==> src/rtl/crs_pkg.sv <==
// ----------------------------------------------------------------------------
// crs_pkg
// Shared types and constants for the chinese remainder solver.
// ----------------------------------------------------------------------------
package crs_pkg;

   // widths fixed by the item fields
   localparam int FIELD_W  = 8;
   localparam int PROD_W   = 64;
   localparam int STATUS_W = 2;

   // default configuration
   localparam int MAX_PAIRS_DEF = 8;
   localparam int MOD_BITS_DEF  = 8;

   typedef enum logic [STATUS_W-1:0] {
      ST_OK          = 2'd0,
      ST_NO_INVERSE  = 2'd1,
      ST_BAD_MODULUS = 2'd2,
      ST_TOO_MANY    = 2'd3
   } status_type;

   typedef enum logic [3:0] {
      S_LOAD,
      S_RD,
      S_RDW,
      S_DIV1,
      S_PMOD,
      S_INV,
      S_DIV2,
      S_MUL,
      S_ROOM,
      S_ACC,
      S_DONE
   } state_type;

endpackage

==> src/rtl/crs_ram.sv <==
// ----------------------------------------------------------------------------
// crs_ram
// Generic single-write, single-read RAM with a registered read port.
// ----------------------------------------------------------------------------
module crs_ram #(
   parameter int WIDTH = 8,
   parameter int DEPTH = 8,
   parameter int AW    = (DEPTH > 1) ? $clog2(DEPTH) : 1
) (
   input  logic             clock,
   input  logic             we,
   input  logic [AW-1:0]    waddr,
   input  logic [WIDTH-1:0] wdata,
   input  logic [AW-1:0]    raddr,
   output logic [WIDTH-1:0] rdata
);

   logic [WIDTH-1:0] mem_ff [DEPTH];
   logic [WIDTH-1:0] rdata_ff;

   // write port and registered read
   always_ff @(posedge clock) begin
      if (we) begin
         mem_ff[waddr] <= wdata;
      end
      rdata_ff <= mem_ff[raddr];
   end

   assign rdata = rdata_ff;

endmodule

==> src/rtl/crs_div.sv <==
// ----------------------------------------------------------------------------
// crs_div
// Restoring bit-serial divider: wide dividend by a narrow divisor, one
// quotient bit per cycle, gives quotient and remainder.
// ----------------------------------------------------------------------------
module crs_div #(
   parameter int MOD_BITS = crs_pkg::MOD_BITS_DEF
) (
   input  logic                      clock,
   input  logic                      reset,
   input  logic                      start,
   input  logic [crs_pkg::PROD_W-1:0] dividend,
   input  logic [MOD_BITS-1:0]       divisor,
   output logic                      done,
   output logic [crs_pkg::PROD_W-1:0] quotient,
   output logic [MOD_BITS-1:0]       remainder
);
   import crs_pkg::*;

   localparam int CW = $clog2(PROD_W);

   logic                busy_ff, busy_in;
   logic                done_ff, done_in;
   logic [CW-1:0]       cnt_ff, cnt_in;
   logic [PROD_W-1:0]   q_ff, q_in;
   logic [MOD_BITS-1:0] rem_ff, rem_in;
   logic [MOD_BITS-1:0] d_ff, d_in;
   logic [MOD_BITS:0]   trial;
   logic                ge;

   // one shift-subtract step
   always_comb begin
      trial   = {rem_ff, q_ff[PROD_W-1]};
      ge      = (trial >= {1'b0, d_ff});
      busy_in = busy_ff;
      done_in = 1'b0;
      cnt_in  = cnt_ff;
      q_in    = q_ff;
      rem_in  = rem_ff;
      d_in    = d_ff;
      if (start) begin
         busy_in = 1'b1;
         cnt_in  = CW'(PROD_W - 1);
         q_in    = dividend;
         rem_in  = '0;
         d_in    = divisor;
      end else if (busy_ff) begin
         q_in   = {q_ff[PROD_W-2:0], ge};
         rem_in = ge ? MOD_BITS'(trial - {1'b0, d_ff}) : trial[MOD_BITS-1:0];
         cnt_in = cnt_ff - 1'b1;
         if (cnt_ff == '0) begin
            busy_in = 1'b0;
            done_in = 1'b1;
         end
      end
   end

   always_ff @(posedge clock) begin
      if (reset) begin
         busy_ff <= 1'b0;
         done_ff <= 1'b0;
      end else begin
         busy_ff <= busy_in;
         done_ff <= done_in;
      end
      cnt_ff <= cnt_in;
      q_ff   <= q_in;
      rem_ff <= rem_in;
      d_ff   <= d_in;
   end

   assign done      = done_ff;
   assign quotient  = q_ff;
   assign remainder = rem_ff;

endmodule

==> src/rtl/chinese_remainder_solver.sv <==
// ----------------------------------------------------------------------------
// chinese_remainder_solver
// Stores congruence pairs in two RAMs while building the combined modulus,
// then solves the set with a shared serial divider and an inverse search.
// ----------------------------------------------------------------------------
//  channel | direction | payload
//  req     | in        | residue, modulus, last_pair
//  rsp     | out       | solution, combined_modulus, status
//
//  a pair that does not close a set is accepted, and stored unless the set is
//  full; a closing pair after a load error goes straight to the result, else
//  it starts the solve: per stored pair a read and a read-wait step, three
//  divider passes, an inverse search over the candidates below the modulus,
//  then multiply, room and accumulate steps, and the done state hands over
//  the result; reset clears the set state; the RAMs need no clearing
//  a result waiting on rsp stalls only the end of the next solve, not loading
module chinese_remainder_solver #(
   parameter int MAX_PAIRS = crs_pkg::MAX_PAIRS_DEF,
   parameter int MOD_BITS  = crs_pkg::MOD_BITS_DEF
) (
   input  logic                         clock,
   input  logic                         reset,
   input  logic                         req_valid,
   output logic                         req_ready,
   input  logic [crs_pkg::FIELD_W-1:0]  req_residue,
   input  logic [crs_pkg::FIELD_W-1:0]  req_modulus,
   input  logic                         req_last_pair,
   output logic                         rsp_valid,
   input  logic                         rsp_ready,
   output logic [crs_pkg::PROD_W-1:0]   rsp_solution,
   output logic [crs_pkg::PROD_W-1:0]   rsp_combined_modulus,
   output logic [crs_pkg::STATUS_W-1:0] rsp_status
);
   import crs_pkg::*;

   localparam int AW = (MAX_PAIRS > 1) ? $clog2(MAX_PAIRS) : 1;
   localparam int CW = $clog2(MAX_PAIRS + 1);

   state_type           state_ff, state_in;
   logic [CW-1:0]       cnt_ff, cnt_in;
   logic [PROD_W-1:0]   prod_ff, prod_in;
   status_type          err_ff, err_in;
   status_type          stat_ff, stat_in;
   logic [CW-1:0]       idx_ff, idx_in;
   logic [MOD_BITS-1:0] mi_ff, mi_in;
   logic [MOD_BITS-1:0] bi_ff, bi_in;
   logic [PROD_W-1:0]   part_ff, part_in;
   logic [MOD_BITS-1:0] r_ff, r_in;
   logic [MOD_BITS-1:0] acc_ff, acc_in;
   logic [MOD_BITS-1:0] k_ff, k_in;
   logic [MOD_BITS-1:0] t_ff, t_in;
   logic [PROD_W-1:0]   term_ff, term_in;
   logic [PROD_W-1:0]   room_ff, room_in;
   logic [PROD_W-1:0]   sol_ff, sol_in;
   logic                rspv_ff, rspv_in;
   logic [PROD_W-1:0]   rsol_ff, rsol_in;
   logic [PROD_W-1:0]   rmod_ff, rmod_in;
   logic [STATUS_W-1:0] rstat_ff, rstat_in;

   logic                accept;
   logic [MOD_BITS-1:0] b_in, m_in;
   logic                full;
   logic                we;
   logic [MOD_BITS-1:0] res_rd, mod_rd;
   logic                div_start, div_done;
   logic [PROD_W-1:0]   div_dividend, div_q;
   logic [MOD_BITS-1:0] div_divisor, div_rem;
   logic [2*MOD_BITS-1:0] bk;
   logic [MOD_BITS:0]   acc_sum;
   logic                slot_free;

   assign req_ready = (state_ff == S_LOAD);
   assign accept    = req_valid && req_ready;
   assign b_in      = req_residue[MOD_BITS-1:0];
   assign m_in      = req_modulus[MOD_BITS-1:0];
   assign full      = (cnt_ff == CW'(MAX_PAIRS));
   assign we        = accept && !full;
   assign slot_free = !rspv_ff || rsp_ready;
   assign bk        = {{MOD_BITS{1'b0}}, bi_ff} * {{MOD_BITS{1'b0}}, k_ff};
   assign acc_sum   = {1'b0, acc_ff} + {1'b0, r_ff};

   // pair stores
   crs_ram #(.WIDTH(MOD_BITS), .DEPTH(MAX_PAIRS)) u_res_ram (
      .clock (clock),
      .we    (we),
      .waddr (cnt_ff[AW-1:0]),
      .wdata (b_in),
      .raddr (idx_ff[AW-1:0]),
      .rdata (res_rd)
   );

   crs_ram #(.WIDTH(MOD_BITS), .DEPTH(MAX_PAIRS)) u_mod_ram (
      .clock (clock),
      .we    (we),
      .waddr (cnt_ff[AW-1:0]),
      .wdata (m_in),
      .raddr (idx_ff[AW-1:0]),
      .rdata (mod_rd)
   );

   // shared divider
   crs_div #(.MOD_BITS(MOD_BITS)) u_div (
      .clock     (clock),
      .reset     (reset),
      .start     (div_start),
      .dividend  (div_dividend),
      .divisor   (div_divisor),
      .done      (div_done),
      .quotient  (div_q),
      .remainder (div_rem)
   );

   // divider requests
   always_comb begin
      div_start    = 1'b0;
      div_dividend = prod_ff;
      div_divisor  = mod_rd;
      if (state_ff == S_RDW) begin
         div_start = 1'b1;
      end else if (state_ff == S_DIV1 && div_done) begin
         // partial product reduced by its own modulus
         div_start    = 1'b1;
         div_dividend = div_q;
         div_divisor  = mi_ff;
      end else if (state_ff == S_INV && acc_ff == MOD_BITS'(1)) begin
         div_start    = 1'b1;
         div_dividend = {{(PROD_W-2*MOD_BITS){1'b0}}, bk};
         div_divisor  = mi_ff;
      end
   end

   // load-side error update
   always_comb begin
      err_in = err_ff;
      if (accept) begin
         if (full) begin
            if (err_ff == ST_OK) err_in = ST_TOO_MANY;
         end else if (m_in < MOD_BITS'(2) && err_ff == ST_OK) begin
            err_in = ST_BAD_MODULUS;
         end
      end
   end

   // next state
   always_comb begin
      state_in = state_ff;
      case (state_ff)
         S_LOAD: begin
            if (accept && req_last_pair) state_in = (err_in == ST_OK) ? S_RD : S_DONE;
         end
         S_RD:   state_in = S_RDW;
         S_RDW:  state_in = S_DIV1;
         S_DIV1: if (div_done) state_in = S_PMOD;
         S_PMOD: if (div_done) state_in = S_INV;
         S_INV: begin
            if (acc_ff == MOD_BITS'(1)) state_in = S_DIV2;
            else if (k_ff == mi_ff - 1'b1) state_in = S_DONE;
         end
         S_DIV2: if (div_done) state_in = S_MUL;
         S_MUL:  state_in = S_ROOM;
         S_ROOM: state_in = S_ACC;
         S_ACC:  state_in = (idx_ff + 1'b1 == cnt_ff) ? S_DONE : S_RD;
         S_DONE: if (slot_free) state_in = S_LOAD;
         default: state_in = S_LOAD;
      endcase
   end

   // datapath
   always_comb begin
      cnt_in   = cnt_ff;
      prod_in  = prod_ff;
      stat_in  = stat_ff;
      idx_in   = idx_ff;
      mi_in    = mi_ff;
      bi_in    = bi_ff;
      part_in  = part_ff;
      r_in     = r_ff;
      acc_in   = acc_ff;
      k_in     = k_ff;
      t_in     = t_ff;
      term_in  = term_ff;
      room_in  = room_ff;
      sol_in   = sol_ff;
      rspv_in  = rspv_ff && !rsp_ready;
      rsol_in  = rsol_ff;
      rmod_in  = rmod_ff;
      rstat_in = rstat_ff;
      case (state_ff)
         S_LOAD: begin
            if (we) begin
               cnt_in  = cnt_ff + 1'b1;
               prod_in = prod_ff * {{(PROD_W-MOD_BITS){1'b0}}, m_in};
            end
            stat_in = err_in;
            idx_in  = '0;
            sol_in  = '0;
         end
         S_RDW: begin
            mi_in = mod_rd;
            bi_in = res_rd;
         end
         S_DIV1: part_in = div_q;
         S_PMOD: begin
            r_in   = div_rem;
            acc_in = div_rem;
            k_in   = MOD_BITS'(1);
         end
         S_INV: begin
            if (acc_ff != MOD_BITS'(1)) begin
               if (k_ff == mi_ff - 1'b1) begin
                  stat_in = ST_NO_INVERSE;
               end
               acc_in = (acc_sum >= {1'b0, mi_ff}) ? MOD_BITS'(acc_sum - {1'b0, mi_ff})
                                                  : acc_sum[MOD_BITS-1:0];
               k_in   = k_ff + 1'b1;
            end
         end
         S_DIV2: t_in = div_rem;
         S_MUL:  term_in = part_ff * {{(PROD_W-MOD_BITS){1'b0}}, t_ff};
         S_ROOM: room_in = prod_ff - term_ff;
         S_ACC: begin
            sol_in = (sol_ff >= room_ff) ? sol_ff - room_ff : sol_ff + term_ff;
            idx_in = idx_ff + 1'b1;
         end
         S_DONE: begin
            if (slot_free) begin
               rspv_in  = 1'b1;
               rsol_in  = (stat_ff == ST_OK) ? sol_ff : '0;
               rmod_in  = prod_ff;
               rstat_in = stat_ff;
               cnt_in   = '0;
               prod_in  = PROD_W'(1);
            end
         end
         default: ;
      endcase
   end

   always_ff @(posedge clock) begin
      if (reset) begin
         state_ff <= S_LOAD;
         cnt_ff   <= '0;
         prod_ff  <= PROD_W'(1);
         err_ff   <= ST_OK;
         rspv_ff  <= 1'b0;
      end else begin
         state_ff <= state_in;
         cnt_ff   <= cnt_in;
         prod_ff  <= prod_in;
         err_ff   <= (state_ff == S_DONE && slot_free) ? ST_OK : err_in;
         rspv_ff  <= rspv_in;
      end
      stat_ff  <= stat_in;
      idx_ff   <= idx_in;
      mi_ff    <= mi_in;
      bi_ff    <= bi_in;
      part_ff  <= part_in;
      r_ff     <= r_in;
      acc_ff   <= acc_in;
      k_ff     <= k_in;
      t_ff     <= t_in;
      term_ff  <= term_in;
      room_ff  <= room_in;
      sol_ff   <= sol_in;
      rsol_ff  <= rsol_in;
      rmod_ff  <= rmod_in;
      rstat_ff <= rstat_in;
   end

   assign rsp_valid            = rspv_ff;
   assign rsp_solution         = rsol_ff;
   assign rsp_combined_modulus = rmod_ff;
   assign rsp_status           = rstat_ff;

endmodule
==> config.mk <==
export PLATFORM = sky130hd
export DESIGN_NAME = chinese_remainder_solver
export DESIGN_NICKNAME = d
export VERILOG_FILES = /design/src/rtl/crs_pkg.sv /design/src/rtl/crs_ram.sv /design/src/rtl/crs_div.sv /design/src/rtl/chinese_remainder_solver.sv
export SDC_FILE = /design/constraint.sdc
export NUM_CORES = 2
export LEC_CHECK = 0
export ABC_AREA = 1
export CAP_MARGIN = 20
export CORE_ASPECT_RATIO = 1.25
export CORE_MARGIN = 2
export CORE_UTILIZATION = 29
export CTS_CLUSTER_DIAMETER = 40
export DETAILED_ROUTE_END_ITERATION = 12
export DONT_BUFFER_PORTS = 1
export SLEW_MARGIN = 20
export SYNTH_ARGS = -nofsm -noshare
export SYNTH_HDL_FRONTEND = slang
export SYNTH_SLANG_ARGS = --single-unit
==> constraint.sdc <==
create_clock -name clock -period 9.83 [get_ports clock]
set_input_delay 0.4915 -clock clock [delete_from_list [all_inputs] [get_ports clock]]
set_output_delay 0.4915 -clock clock [all_outputs]
set_load 0.05 [all_outputs]
After elaboration in Yosys (flattened, before gate mapping)
Memories as Yosys holds them, arrays and structs flattened. A register that Yosys moved wholly into a read port is not among the register bits.
Cells that the tools add are included.
- memories: 2
- output and inout port bits: 132
- input port bits: 21
- word-level logic and storage cells: 152
- RAM bits: 128
- bits in registers: 603
- memories (memory ; depth ; bits a word ; rd ports ; clocked after memory_dff ; wr ports ; RTL line ; text):
    u_mod_ram.mem_ff ; 8 ; 8 ; 1 ; 1 ; 1 ; crs_ram.sv:18 ; logic [WIDTH-1:0] mem_ff [DEPTH];
    u_res_ram.mem_ff ; 8 ; 8 ; 1 ; 1 ; 1 ; crs_ram.sv:18 ;
- mux-type cells: 50
- multipliers: 3
- equal/unequal tests: 25
- $add $sub $neg: 11
- bitwise operators: 1
- reductions and logical operators: 30
- magnitude comparators: 4
- operator list (operator ; number):
    two-way mux 64 bit ; 8
    one-hot mux 64 bit (2 select lines) ; 2
    multiplier 64 x 8 -> 64 bit ; 2
    subtractor 64 bit ; 2
    adder 64 bit ; 1
    >= comparator 64 bit ; 1
    two-way mux 8 bit ; 7
    one-hot mux 4 bit (11 select lines) ; 1
    two-way mux 4 bit ; 10
    one-hot mux 8 bit (2 select lines) ; 2
    >= comparator 9 x 8 -> 1 bit ; 2
    == test 4 x 3 -> 1 bit (second input constant) ; 4
    == test 4 bit (second input constant) ; 4
    multiplier 8 x 8 -> 16 bit ; 1
    one-hot mux 4 bit (2 select lines) ; 2
    subtractor 8 bit ; 2
    inequality test 2 x 1 -> 1 bit (second input constant) ; 7
    two-way mux 2 bit ; 6
    two-way mux 1 bit ; 11
    nonzero test 2 bit ; 5
    adder 8 x 8 -> 9 bit ; 1
    adder 4 x 1 -> 4 bit (second input constant) ; 2
    adder 8 x 1 -> 8 bit (second input constant) ; 1
    == test 4 x 2 -> 1 bit (second input constant) ; 2
    other kinds (24) ; 38

Logic depth before layout (Yosys ltp)
- word-level depth: 9
- gate-level depth with buffers: 29

Cells and area by module
Synthesis repeated with hierarchy kept, for this count alone.
- cells, all modules: 11536
- area, all modules: 81699.6 µm²
- by module, submodules not included (module ; area each (µm²) ; cells an instance ; times used):
    chinese_remainder_solver ; 71398.5 ; 10476 ; 1
    crs_ram ; 3050.4 ; 303 ; 2
    crs_div ; 4200.3 ; 454 ; 1

Worst setup path before layout
No wires, ideal clock.
- kind: reg2reg
- from: reg state_ff[1]
- to: reg u_div.q_ff[0] (netlist: u_div.quotient[0]) (enable)
- setup time: 507 ps
- stages on the path, launching flop included: 9
- path buffers: 2
- setup slack: 2128 ps
- data arrival time: 7195 ps
- cell sequence: dfxtp_1 nand2_1 nor2_1 nand2_1 inv_1 nor3_4 buf_2 buf_2 a21oi_1
- longest elaborated chain between the ends: 7
- RTL lines (item ; RTL line ; text):
    start, declared ; chinese_remainder_solver.sv:39 ; state_type state_ff, state_in;
    start signal, assigned ; chinese_remainder_solver.sv:247 ; state_ff <= state_in;
    == test 4 x 3 -> 1 bit ; chinese_remainder_solver.sv:125 ; end else if (state_ff == S_INV && acc_ff == MOD_BITS'(1)) begin
    logical AND 1 bit ; chinese_remainder_solver.sv:125 ;
    two-way mux 1 bit ; chinese_remainder_solver.sv:125 ;
    two-way mux 1 bit ; chinese_remainder_solver.sv:120 ; end else if (state_ff == S_DIV1 && div_done) begin
    two-way mux 1 bit ; chinese_remainder_solver.sv:118 ; if (state_ff == S_RDW) begin
    inequality test 3 bit (no source line) or nonzero test 2 bit (tied branches) ; - ;
    AND reduction 2 bit (no source line) * ; - ;
    end signal, assigned ; crs_div.sv:67 ; q_ff <= q_in;
    end, declared ; crs_div.sv:25 ; logic [PROD_W-1:0] q_ff, q_in;
Mark *: on every way between the ends. The rest lies on a longest branch, timed or not.
A chain may end at the register's enable or synchronous reset.

Final worst setup path
- from: reg prod_ff[22]
- to: reg prod_ff[41]
- longest elaborated chain between the ends: 3
- RTL lines (item ; RTL line ; text):
    start, declared ; chinese_remainder_solver.sv:41 ; logic [PROD_W-1:0] prod_ff, prod_in;
    start signal, assigned ; chinese_remainder_solver.sv:249 ; prod_ff <= prod_in;
    multiplier 64 x 8 -> 64 bit ; chinese_remainder_solver.sv:192 ; prod_in = prod_ff * {{(PROD_W-MOD_BITS){1'b0}}, m_in};
    two-way mux 64 bit ; chinese_remainder_solver.sv:190 ; if (we) begin
    one-hot mux 64 bit (2 select lines) ; chinese_remainder_solver.sv:188 ; case (state_ff)
Every way passes these cells. The select of a mux whose other input is x is not followed.

==> summary.txt <==
Finish
  • Layout cells sized above 1: 3.62%
  • Most frequent cells in the layout: nand2_1, inv_1, nor2_1, fa_1, edfxtp_1
  • Final instance area: 0.0888 sq mm
  • Syn-to-layout area delta: 10.4%
  • Commonest non-fill, non-tap cell in the layout: nand2_1
  • Final net count: 12300

Power
  • Lkg Pwr: 47.4 nW
  • Switch Pwr: 0.0153 W
  • Switching part of the total: 54.5%
  • PD cells: 316 mW/mm^2
  • Clk pwr share: 15.8%
  • Maximum vdd drop: 190 uV
  • Sequential Power Share: 20.1%
  • P_int: 0.0128 W
  • Comb pwr share: 64.1%

Min path
  • WHS Endpoint: state_ff[0]
  • Worst hold start: reset
  • Worst Hold Depth: 3
  • Worst Hold Class: input pin to register

GRT
  • GRT Overall Usage: 21.4%
  • Initial antenna violation count: 36
  • Pin count of the biggest net entering global routing: 79
  • First-pass GRT wire length: 449000 microns
  • Vias in the first global route: 72100
  • Grt total ovfl: 0

Logic synthesis
  • Distinct cells, synth: 56
  • Main synth FF type: edfxtp_1
  • Syn nets: 12400
  • Synth Warn #: 0
  • Syn_area_per_cell: 7.14 sq um
  • Top cells by area, synth: edfxtp_1, fa_1, nand2_1, inv_1, ha_1
  • Flops & latches, synth: 747
  • Share of the synthesized area in the top cell type: 23.9%
  • Syn Inst Count: 11300
  • Mapped cell area: 0.0804 sq mm
  • Seq/Total Area, Yosys: 26.6%
  • Dominant cell type by area after synthesis: edfxtp_1
  • Ys async rst share: 0%
  • Post-synth EDFFs: 640

Die
  • Die Height: 593 microns
  • # IOs: 153
  • CORE AREA: 0.276 sq mm
  • DIE WIDTH: 475 microns
  • Starting Density: 29.1%
  • Die area: 0.281 sq mm
  • # rows: 216

Setup path
  • RR Endpoint: prod_ff[41]
  • Worst Path Arrival: 6.33 ns
  • FF-to-FF path depth: 19
  • R2R setup slack: 4.11 ns
  • WP data required: 10.44 ns
  • Reg2reg start: prod_ff[22]
  • Critical path fanouts, max: 12
  • Worst setup path start: prod_ff[22]
  • Critical path launch point type: register
  • Critical Path End Type: register
  • Critical path type: register to register

CTS
  • Clock Latency Late Sink: 0.80 ns
  • CTS clk-pin slew, worst paths: 0.06 ns
  • Number of buffers created by CTS: 120
  • CTS tree: yes
  • CTS Buffer Depth: 3
  • CTS H-tree lvls: 3
  • Post-CTS setup buffers: 0
  • Clock root cell: clkbuf_16
  • Clock Sink Count: 747

Timing
  • Rel. slew slack: 21.2%
  • Final Setup Violations: 0
  • TNS Setup: 0 ns
  • Final Hold Fails: 0
  • Max-slew violations: 0
  • Fin crit share: 58.2%
  • Fin worst setup slack: 4.11 ns
  • Clk_skew: 0.0759 ns
  • RSZ-0062 raised after global routing: false
  • Maximum clock rate: 175 MHz
  • Minimum clock period: 5.72 ns
  • Slew @ Worst Pin: 1.18 ns

Route
  • # DRC: 2
  • Drt wl/cell: 20.3 microns
  • Drt pass-1 iters: 10
  • Vias per inst: 4.73
  • Routed WL: 303000 microns
  • Drt first-iter violations: 5855
  • ANT nets after route: 0
  • Vias: 70700

Placement
  • GP Congestion: 1.04
  • Placed inst area: 0.0843 sq mm
  • HPWL after DPL: 244000 microns
  • Post-place setup slack: 4.18 ns
  • Port Buf Inserts: 0

Outcome
  • Failing checks: design-rule violations
  • Status: finished, violations left

Job
  • Number of max-cap violations: 0
worst max-delay path by stage:
stage	cells after the start	slack, ns	to
floorplan	8	2.13	u_div.quotient[0]
global placement	17	4.11	term_ff[37]
detailed placement	17	4.18	term_ff[37]
CTS	17	4.18	term_ff[37]
global route	20	3.89	term_ff[37]
finish	19	4.11	prod_ff[41]
power by group through the flow:
stage	Clock, W	Combinational [W]	Sequential, W
finish	0.00442	0.0180	0.00563
global route	0.00463	0.0199	0.00568
CTS	0.00450	0.0178	0.00561
detailed placement	0	0.0177	0.00567
global placement	0	0.0177	0.00566
floorplan	0	0.0122	0.00510
routing by layer:
metal	global-route usage, %	routed length (microns)
met1	25.0	118000
met2	37.3	147000
met3	3.28	18600
met4	11.9	19100
met5	0	41
layout make-up:
cell class | count | area [sq um]
diodes | 12 | 30.0
multi-input cells | 7494 | 47700
inverters | 2664 | 10000
flip-flops and latches | 747 | 21400
fillers | 30200 | 187000
clock buffers | 134 | 3110
well taps | 3706 | 4640
repair buffers | 96 | 788
clock inverters | 93 | 1150
Yosys cell counts, drive strengths merged, types with 19 or more instances:
| library cell | count |
|---|---|
| ha | 401 |
| buf | 75 |
| xor2 | 173 |
| or2 | 24 |
| fa | 738 |
| nand2 | 3504 |
| dfxtp | 107 |
| nor3 | 75 |
| a21oi | 528 |
| o21bai | 25 |
| nor4 | 20 |
| inv | 2660 |
| nand3 | 426 |
| nand4 | 85 |
| nor2 | 935 |
| a31oi | 33 |
| o21ai | 377 |
| edfxtp | 640 |
| clkbuf | 270 |
| nand3b | 27 |
| o22ai | 19 |
| xnor2 | 41 |
state kept, by name, summed over array words and instances, names as in the netlist, 64 cells and up:
name,count
rsp_combined_modulus,64
room_ff,64
rsp_solution,64
u_div.quotient,64
sol_ff,64
term_ff,64
part_ff,64
prod_ff,64
u_res_ram.mem_ff,64
u_mod_ram.mem_ff,64
worst max-delay path: stages (launching register included):
cell and delay [ns]:
dfxtp_1 0.99, nand2_1 0.10, inv_1 0.12, fa_1 0.43
fa_1 0.52, fa_1 0.50, inv_1 0.05, fa_1 0.48
inv_1 0.04, ha_1 0.34, nand2_1 0.12, nor2_1 0.25
nand2_1 0.20, inv_1 0.12, nand3_1 0.08, nand3_1 0.26
nand3_1 0.19, nand3b_1 0.13, nand3_1 0.15, a21oi_1 0.46
metrics by stage:
stage / hold WS (ns) / cells / utilization [%] / total power (W)
global route: 0.0496 / 14900 / 32.1 / 0.0302
finish: 0.0623 / 14900 / 32.1 / 0.0280
floorplan: 0.386 / 11300 / - / 0.0173
global placement: 0.387 / 14700 / 30.5 / 0.0234
detailed placement: 0.389 / 14700 / 30.5 / 0.0234
CTS: 0.0101 / 14900 / 32.1 / 0.0279
cell families (layout without fill, tap and decap cells):
family                     after synthesis  count (layout)  share of synthesized area [%]
AOI/OAI and AO/OA                     1021            1021                           6.73
xor gates and xnor gates               214             214                           2.33
adders and majority gates             1139            1139                           24.6
buffers and inverters                 3009            2987                           14.3
DFF                                    747             747                           26.6
other                                    0              12                              0
and+or+nand+nor                       5120            5120                           25.5
repair_timing:
action                     4_1_cts  5_1_grt
setup endpoints to repair        0        0
hold endpoints to repair       193        0
gates resized for setup          0        0
hold buffers                    17        0
(Power assumes the default switching activity.)
